`src/rtl/beq_pkg.sv`:
```
// Types and constants of the button event qualifier
package beq_pkg;

   localparam int COUNT_WIDTH     = 16;
   localparam int CFG_WIDTH       = 16;
   localparam int CMP_WIDTH       = (COUNT_WIDTH > CFG_WIDTH) ? COUNT_WIDTH : CFG_WIDTH;
   localparam int CSR_INDEX_WIDTH = 8;
   localparam int CSR_DATA_WIDTH  = 16;
   localparam int MODE_WIDTH      = 3;
   localparam int EVENT_WIDTH     = 2;

   localparam logic [COUNT_WIDTH-1:0] COUNT_MAX = {COUNT_WIDTH{1'b1}};

   localparam logic                 RST_ACTIVE_LEVEL = 1'b1;
   localparam logic [CFG_WIDTH-1:0] RST_LONG_TICKS   = CFG_WIDTH'(10);
   localparam logic [CFG_WIDTH-1:0] RST_DELAY        = CFG_WIDTH'(10);
   localparam logic [CFG_WIDTH-1:0] RST_PERIOD       = CFG_WIDTH'(10);

   typedef enum logic [CSR_INDEX_WIDTH-1:0] {
      CSR_ACTIVE_LEVEL = 8'd0,
      CSR_LONG_TICKS   = 8'd1,
      CSR_DELAY        = 8'd2,
      CSR_PERIOD       = 8'd3
   } csr_index_type;

   typedef enum logic [MODE_WIDTH-1:0] {
      MODE_EDGE    = 3'd0,
      MODE_REPEAT  = 3'd1,
      MODE_RELEASE = 3'd2,
      MODE_TIMED   = 3'd3,
      MODE_LEVEL   = 3'd4
   } mode_type;

   typedef enum logic [EVENT_WIDTH-1:0] {
      EV_NONE  = 2'd0,
      EV_PRESS = 2'd1,
      EV_LONG  = 2'd2
   } event_type;

endpackage

```
`src/rtl/button_event_qualifier_unit.sv`:
```
// Button event qualifier: press, repeat, release, timed release and level events
//
//  channel | dir | handshake            | payload
//  --------+-----+----------------------+-----------------------------
//  req     | in  | req_valid/req_stall  | req_level, req_mode
//  rsp     | out | rsp_valid/rsp_stall  | rsp_event_res
//  csr     | in  | csr_valid/csr_ready  | csr_index, csr_wdata
//
// One item per cycle while req_stall is low; its result is registered.
// The state update is a single compare and increment between input and result register.
// A skid register holds one result while rsp is stalled; req_stall rises only once it fills.
// Synchronous reset clears state and restores configuration defaults.
module button_event_qualifier_unit (
   input  logic                                clock,
   input  logic                                reset,
   input  logic                                req_valid,
   output logic                                req_stall,
   input  logic                                req_level,
   input  logic [beq_pkg::MODE_WIDTH-1:0]      req_mode,
   output logic                                rsp_valid,
   input  logic                                rsp_stall,
   output logic [beq_pkg::EVENT_WIDTH-1:0]     rsp_event_res,
   input  logic                                csr_valid,
   output logic                                csr_ready,
   input  logic [beq_pkg::CSR_INDEX_WIDTH-1:0] csr_index,
   input  logic [beq_pkg::CSR_DATA_WIDTH-1:0]  csr_wdata
);

   localparam int CW = beq_pkg::COUNT_WIDTH;
   localparam int MW = beq_pkg::CMP_WIDTH;

   logic                          active_level_ff;
   logic [beq_pkg::CFG_WIDTH-1:0] long_ticks_ff, delay_ff, period_ff;

   logic          was_pressed_ff, was_pressed_in;
   logic [CW-1:0] hold_ff, hold_in;
   logic [CW-1:0] phase_ff, phase_in;

   logic                               out_valid_ff, skid_valid_ff;
   logic [beq_pkg::EVENT_WIDTH-1:0]    out_ev_ff, skid_ev_ff;
   beq_pkg::event_type                 ev;

   logic          accept, out_free;
   logic          pressed, press_edge, release_edge, past_delay, repeat_fire;
   logic [MW-1:0] period;
   logic [MW:0]   phase_next;

   assign csr_ready     = 1'b1;
   assign req_stall     = skid_valid_ff;
   assign rsp_valid     = out_valid_ff;
   assign rsp_event_res = out_ev_ff;

   assign accept   = req_valid && !req_stall;
   assign out_free = !out_valid_ff || !rsp_stall;

   assign pressed      = (req_level == active_level_ff);
   assign press_edge   = pressed && !was_pressed_ff;
   assign release_edge = !pressed && was_pressed_ff;

   always_comb begin
      if (!pressed) begin
         hold_in = '0;
      end else if (press_edge) begin
         hold_in = CW'(1);
      end else if (hold_ff != beq_pkg::COUNT_MAX) begin
         hold_in = hold_ff + CW'(1);
      end else begin
         hold_in = hold_ff;
      end
   end

   assign past_delay = pressed && !press_edge && (MW'(hold_in) > MW'(delay_ff));
   assign period     = (period_ff == '0) ? MW'(1) : MW'(period_ff);
   assign phase_next = (MW+1)'(phase_ff) + (MW+1)'(1);
   assign repeat_fire = past_delay && (phase_ff == '0);

   always_comb begin
      if (!past_delay || phase_next >= (MW+1)'(period)) begin
         phase_in = '0;
      end else begin
         phase_in = phase_next[CW-1:0];
      end
   end

   assign was_pressed_in = pressed;

   always_comb begin
      ev = beq_pkg::EV_NONE;
      unique case (beq_pkg::mode_type'(req_mode))
         beq_pkg::MODE_EDGE: begin
            if (press_edge) ev = beq_pkg::EV_PRESS;
         end
         beq_pkg::MODE_REPEAT: begin
            if (press_edge || repeat_fire) ev = beq_pkg::EV_PRESS;
         end
         beq_pkg::MODE_RELEASE: begin
            if (release_edge) ev = beq_pkg::EV_PRESS;
         end
         beq_pkg::MODE_TIMED: begin
            if (release_edge) begin
               ev = (MW'(hold_ff) > MW'(long_ticks_ff)) ? beq_pkg::EV_LONG
                                                        : beq_pkg::EV_PRESS;
            end
         end
         default: begin
            if (pressed) ev = beq_pkg::EV_PRESS;
         end
      endcase
   end

   // configuration
   always_ff @(posedge clock) begin
      if (reset) begin
         active_level_ff <= beq_pkg::RST_ACTIVE_LEVEL;
         long_ticks_ff   <= beq_pkg::RST_LONG_TICKS;
         delay_ff        <= beq_pkg::RST_DELAY;
         period_ff       <= beq_pkg::RST_PERIOD;
      end else if (csr_valid && csr_ready) begin
         unique case (csr_index)
            beq_pkg::CSR_ACTIVE_LEVEL: active_level_ff <= csr_wdata[0];
            beq_pkg::CSR_LONG_TICKS:   long_ticks_ff   <= csr_wdata[beq_pkg::CFG_WIDTH-1:0];
            beq_pkg::CSR_DELAY:        delay_ff        <= csr_wdata[beq_pkg::CFG_WIDTH-1:0];
            beq_pkg::CSR_PERIOD:       period_ff       <= csr_wdata[beq_pkg::CFG_WIDTH-1:0];
            default: ;
         endcase
      end
   end

   // button state
   always_ff @(posedge clock) begin
      if (reset) begin
         was_pressed_ff <= 1'b0;
         hold_ff        <= '0;
         phase_ff       <= '0;
      end else if (accept) begin
         was_pressed_ff <= was_pressed_in;
         hold_ff        <= hold_in;
         phase_ff       <= phase_in;
      end
   end

   // result register and skid
   always_ff @(posedge clock) begin
      if (reset) begin
         out_valid_ff  <= 1'b0;
         skid_valid_ff <= 1'b0;
      end else if (out_free) begin
         if (skid_valid_ff) begin
            out_valid_ff  <= 1'b1;
            out_ev_ff     <= skid_ev_ff;
            skid_valid_ff <= 1'b0;
         end else begin
            out_valid_ff <= accept;
            out_ev_ff    <= ev;
         end
      end else if (accept) begin
         skid_valid_ff <= 1'b1;
         skid_ev_ff    <= ev;
      end
   end

endmodule

```
`config.mk`:
```
export PLATFORM = sky130hd
export DESIGN_NAME = button_event_qualifier_unit
export DESIGN_NICKNAME = d
export VERILOG_FILES = /design/src/rtl/beq_pkg.sv /design/src/rtl/button_event_qualifier_unit.sv
export SDC_FILE = /design/constraint.sdc
export NUM_CORES = 1
export LEC_CHECK = 0
export BUFFER_PORTS_ARGS = -buffer_cell sky130_fd_sc_hd__buf_4
export CORE_UTILIZATION = 60
export CTS_BUF_LIST = sky130_fd_sc_hd__clkbuf_16
export CTS_CLUSTER_SIZE = 25
export DETAILED_ROUTE_END_ITERATION = 10
export PLACE_DENSITY = 0.79
export RECOVER_POWER = 25
export SLEW_MARGIN = 10
export SYNTH_ARGS = -nofsm -noshare
export SYNTH_HDL_FRONTEND = slang
export SYNTH_SLANG_ARGS = --single-unit
```
`constraint.sdc`:
```
create_clock -name clock -period 7.9 [get_ports clock]
set_input_delay 1.975 -clock clock [delete_from_list [all_inputs] [get_ports clock]]
set_output_delay 1.975 -clock clock [all_outputs]
set_load 0.01 [all_outputs]
```
After elaboration in Yosys (flattened, before gate mapping):

Cells that the tools add are included.

* multiplexer cells: 14
* bitwise logic cells: 2
* add/subtract/negate cells: 2
* $lt $le $gt $ge: 3
* reduce and logical (&&, ||, !) cells: 27
* equal/unequal tests: 8

Operators by type and width (number)
* $mux 16: 5
* $gt 16x16->1: 2
* $logic_not 16->1: 2
* $add 16x1->17 const B: 1
* $ge 17x16->1: 1
* $add 16x1->16 const B: 1
* $eq 8x2->1 const B: 2
* $ne 16x16->1 const B: 1
* $reduce_and 2->1: 5
* $eq 8x1->1 const B: 1
* $logic_not 8->1: 1
* $pmux 2 s4: 1
* $logic_not 1->1: 7
* $eq 3x2->1 const B: 2
* $logic_and 1x1->1: 6
* $mux 2: 3
* $mux 1: 5
* $eq 3x1->1 const B: 1
* $logic_not 3->1: 1
* $logic_or 1x1->1: 3
* $reduce_and 3->1: 1
* $not 1->1: 2
* $reduce_or 2->1: 1
* $eq 1x1->1: 1

* word-level logic and storage cells: 67
* register bits: 88
* output and inout port bits: 5

Logic depth before layout (Yosys ltp):

* depth in word-level cells: 11
* depth in mapped cells: 17
* mapped depth without buffers: 15

Worst setup path after synthesis:

OpenSTA, ideal clock, no wires.

* path type: input -> register
* from: input req_level
* to: register skid_ev_ff[0] in the netlist's numbering (data pin)
* data required time: 7.769 ns
* setup time: 0.131 ns
* arrival time: 4.391 ns
* path slack: 3.378 ns
* path buffers: 1
* stages: 13
* cells stage by stage: xnor2_2 -> nand2_2 -> clkbuf_8 -> a31o_2 -> nor2_1 -> ha_1 -> nand4_2 -> nor4_2 -> a22o_1 -> o21ai_1 -> or4_1 -> o211ai_1 -> and2_1

* longest elaborated chain between the ends: 10
* elaborated cells between the ends (all ways): 18

RTL lines
* start, declared: line button_event_qualifier_unit.sv:18 `input logic req_level,`
* $eq 1x1->1 *: line button_event_qualifier_unit.sv:56 `assign pressed = (req_level == active_level_ff);`
* $logic_and 1x1->1: line button_event_qualifier_unit.sv:57 `assign press_edge = pressed && !was_pressed_ff;`
* $mux 16: line button_event_qualifier_unit.sv:63 `end else if (press_edge) begin`
* $mux 16 *: line button_event_qualifier_unit.sv:61 `if (!pressed) begin`
* named net hold_in[15]: line button_event_qualifier_unit.sv:36 `logic [CW-1:0] hold_ff, hold_in;`
* $gt 16x16->1 *: line button_event_qualifier_unit.sv:72 `assign past_delay = pressed && !press_edge && (MW'(hold_in) > MW'(delay_ff));`
* $logic_and 1x1->1 *: line button_event_qualifier_unit.sv:72
* $logic_and 1x1->1 *: line button_event_qualifier_unit.sv:75 `assign repeat_fire = past_delay && (phase_ff == '0);`
* $logic_or 1x1->1 *: line button_event_qualifier_unit.sv:94 `if (press_edge || repeat_fire) ev = beq_pkg::EV_PRESS;`
* $mux 1 *: line button_event_qualifier_unit.sv:94
* $pmux 2 s4 *: line button_event_qualifier_unit.sv:89 `unique case (beq_pkg::mode_type'(req_mode))`
* named net ev[0]: line button_event_qualifier_unit.sv:41 `beq_pkg::event_type ev;`
* end signal, assigned: line button_event_qualifier_unit.sv:158 `skid_ev_ff <= ev;`
* end, declared: line button_event_qualifier_unit.sv:40 `logic [beq_pkg::EVENT_WIDTH-1:0] out_ev_ff, skid_ev_ff;`

The timed path passes the listed nets; every way through them passes the cells marked *.
A chain may end at the register's enable or synchronous reset.

Worst setup path in the final report:

* from: input reset
* to: register skid_ev_ff[0] in the netlist's numbering, enable pin

* longest elaborated chain between the ends: 2

RTL lines
* start, declared: line button_event_qualifier_unit.sv:15 `input logic reset,`
* $not 1->1 (no line)
* $reduce_and 3->1 (no line)

Every way passes these cells.

==> impl_metrics.json <==
{
  "whs_ns": 0.451,
  "slowest_delay_ns": 2.62,
  "final_common_cell": "nand2_1",
  "finalHoldViolCount": 0,
  "wl_um": 13600,
  "synth-edff-count": 4,
  "r2r_end": "phase_ff[4]",
  "antenna_found_initial": 0,
  "slew_viol_final": 87,
  "dp_worst_setup_slack_ns": 2.49,
  "maxCapViolations": 1,
  "nets": 796,
  "post-route-min-period_ns": 5.18,
  "syn-instance-count": 700,
  "max-vdd-ir-drop_mv": 0.121,
  "final_cell_mix": "nand2_1 (117), a21oi_1 (84), dfxtp_1 (84)",
  "antenna-diode-count": 0,
  "core_um2": 8760,
  "violations": "capacitance limit, slew limit",
  "synthDistinctLibCells": 70,
  "hp-class": "reg -> reg",
  "dpl.hpwl_um": 9830,
  "cts_made_buffers": 9,
  "ys.warnings.count": 0,
  "path_max_fanout": 86,
  "async_flop_share_pct": 0,
  "io_buffer_count": 36,
  "row_count": 34,
  "setup_tns_ns": 0,
  "leakagePower_uw": 0.00228,
  "fin_skew_ns": 0.00887,
  "path_cells": "clkbuf_1, nor3_1",
  "crit_buf_inv": 1,
  "synth_area_um2": 5480,
  "layout_setup_ws_ns": 2.72,
  "final_cells": 825,
  "r2r_start": "hold_ff[1]",
  "arrival_ns": 5.08,
  "finalCritPeriodShare_pct": 65.6,
  "synth_flop_cell": "dfxtp_1",
  "min_delay_path_depth": 2,
  "worst_pin_slew_ns": 3.79,
  "p_per_area_nw_per_um2": 158,
  "hp-start": "long_ticks_ff[7]",
  "die_area_um2": 9510,
  "die_y_um": 97.5,
  "clk_pin_slew_ns": 0.06,
  "hold_buffers": 0,
  "crit_type": "in -> reg",
  "avgRoutedWirePerCell_um": 16.5,
  "status": "complete, but fails checks",
  "overflow": 0,
  "grt_usage_pct": 29.1,
  "area_growth_pct": 7.93,
  "layout-drive-gt1-share_pct": 10.6,
  "fmax_mhz": 193,
  "final_antenna_net_count": 0,
  "grt_start_max_net_pins": 87,
  "hold_path_end": "long_ticks_ff[7]",
  "io-pin-count": 38,
  "slowest_stage": "clkbuf_1",
  "firstDrtPassIters": 5,
  "required_ns": 7.80,
  "critical-path-top-delay-family": "buffers and inverters",
  "clkLatencyLatePin_ns": 0.34,
  "fp.dieW_um": 97.5,
  "via_per_inst": 6.03,
  "regToRegSetupSlack_ns": 3.31,
  "worst_r2r_path_depth": 14,
  "dp_cells": 809,
  "postPlaceCellArea_um2": 5650,
  "grt_pass1_wl_um": 22200,
  "yosysSeqAreaShare_pct": 32.9,
  "clockBufferDepth": 2,
  "syn_avg_cell_area_um2": 7.82,
  "critPathLaunch": "reset",
  "cts.repair.resized": 0,
  "rsz0062_at_grt": "no",
  "htree_levels": 3,
  "syn_nets": 784,
  "setup_violations": 0,
  "cts_tree": "yes",
  "synth-seq-cells": 88,
  "grt_pass1_vias": 4505,
  "slew_headroom_pct": -152,
  "start_kind": "input pin",
  "design_area_um2": 5910,
  "gp_congestion": 0.924,
  "initial_utilization_pct": 62.5,
  "vias": 4977,
  "end_kind": "flip-flop",
  "cts_setup_buffers": 0,
  "clockRootBuffer": "clkbuf_16",
  "cts.sinks": 88,
  "drtIter0Drc": 357,
  "drc_errors": 0
}
state kept, by name, summed over array words and instances (netlist names):
register,count
hold_ff,16
long_ticks_ff,16
rsp_event_res,2
active_level_ff,1
phase_ff,16
delay_ff,16
was_pressed_ff,1
rsp_valid,1
req_stall,1
skid_ev_ff,2
period_ff,16
synthesized netlist by cell type, types with 8 or more instances:
library cell	count	area, um2
ha_1	51	638
nor3_1	11	55.1
clkbuf_1	15	56.3
nand2_1	117	439
dfxtp_1	84	1680
a31oi_1	8	50.1
inv_1	52	195
nand3_1	18	90.1
a22oi_1	13	97.6
nor2_1	67	251
o21ai_0	18	90.1
a21oi_1	84	420
xor2_1	13	114
nand4_1	12	75.1
through the flow:
stage | util [%] | power [uW]
after floorplan | - | 489
after global placement | 64.4 | 511
after detailed placement | 64.4 | 512
after CTS | 67.8 | 936
after global routing | 67.4 | 962
final | 67.4 | 935
cell families (layout without fill, tap and decap cells):
logic type	Yosys count	count (layout)	synth area share, %
compound gates	163	163	18.0
xor+xnor	19	19	3.18
fa+ha+maj	51	51	11.7
buf+inv	87	104	7.84
flops	88	88	32.9
mux	3	3	0.594
other cells	1	1	0.0685
simple gates	288	288	25.7
final cells by class:
| cell class | count | area (um2) |
|---|---|---|
| clock buffer | 9 | 225 |
| clock inverter | 7 | 71.3 |
| fill | 742 | 2850 |
| inverter | 52 | 195 |
| multi-input combinational | 525 | 3230 |
| sequential | 88 | 1800 |
| tap | 108 | 135 |
| timing repair buffer | 36 | 248 |
worst max path at each step:
stage,endpoint,slack (ns),cells after the start
after floorplan,skid_ev_ff[0],3.38,13
after global placement,phase_ff[12],2.70,13
after detailed placement,phase_ff[4],2.49,13
after CTS,phase_ff[4],2.83,13
after global routing,skid_ev_ff[0],2.43,2
final,skid_ev_ff[0],2.72,2
power by group:
group,total [uW],switching [uW],leakage (uW),internal (uW)
logic,49.4,31.2,0.00142,18.2
registers,451,2.34,0.000718,449
clock network,434,189,0.000139,245
total,935,222,0.00228,713
layer usage:
metal / up-vias / GRT usage, % / share of wire (%)
li1: 2440 / - / -
met1: 2314 / 41.1 / 47
met2: 199 / 44.2 / 43
met3: 24 / 5.68 / 7.3
met4: 0 / 10.5 / 2.5
met5: - / 0 / 0
Power figures use the tool's default switching activity.
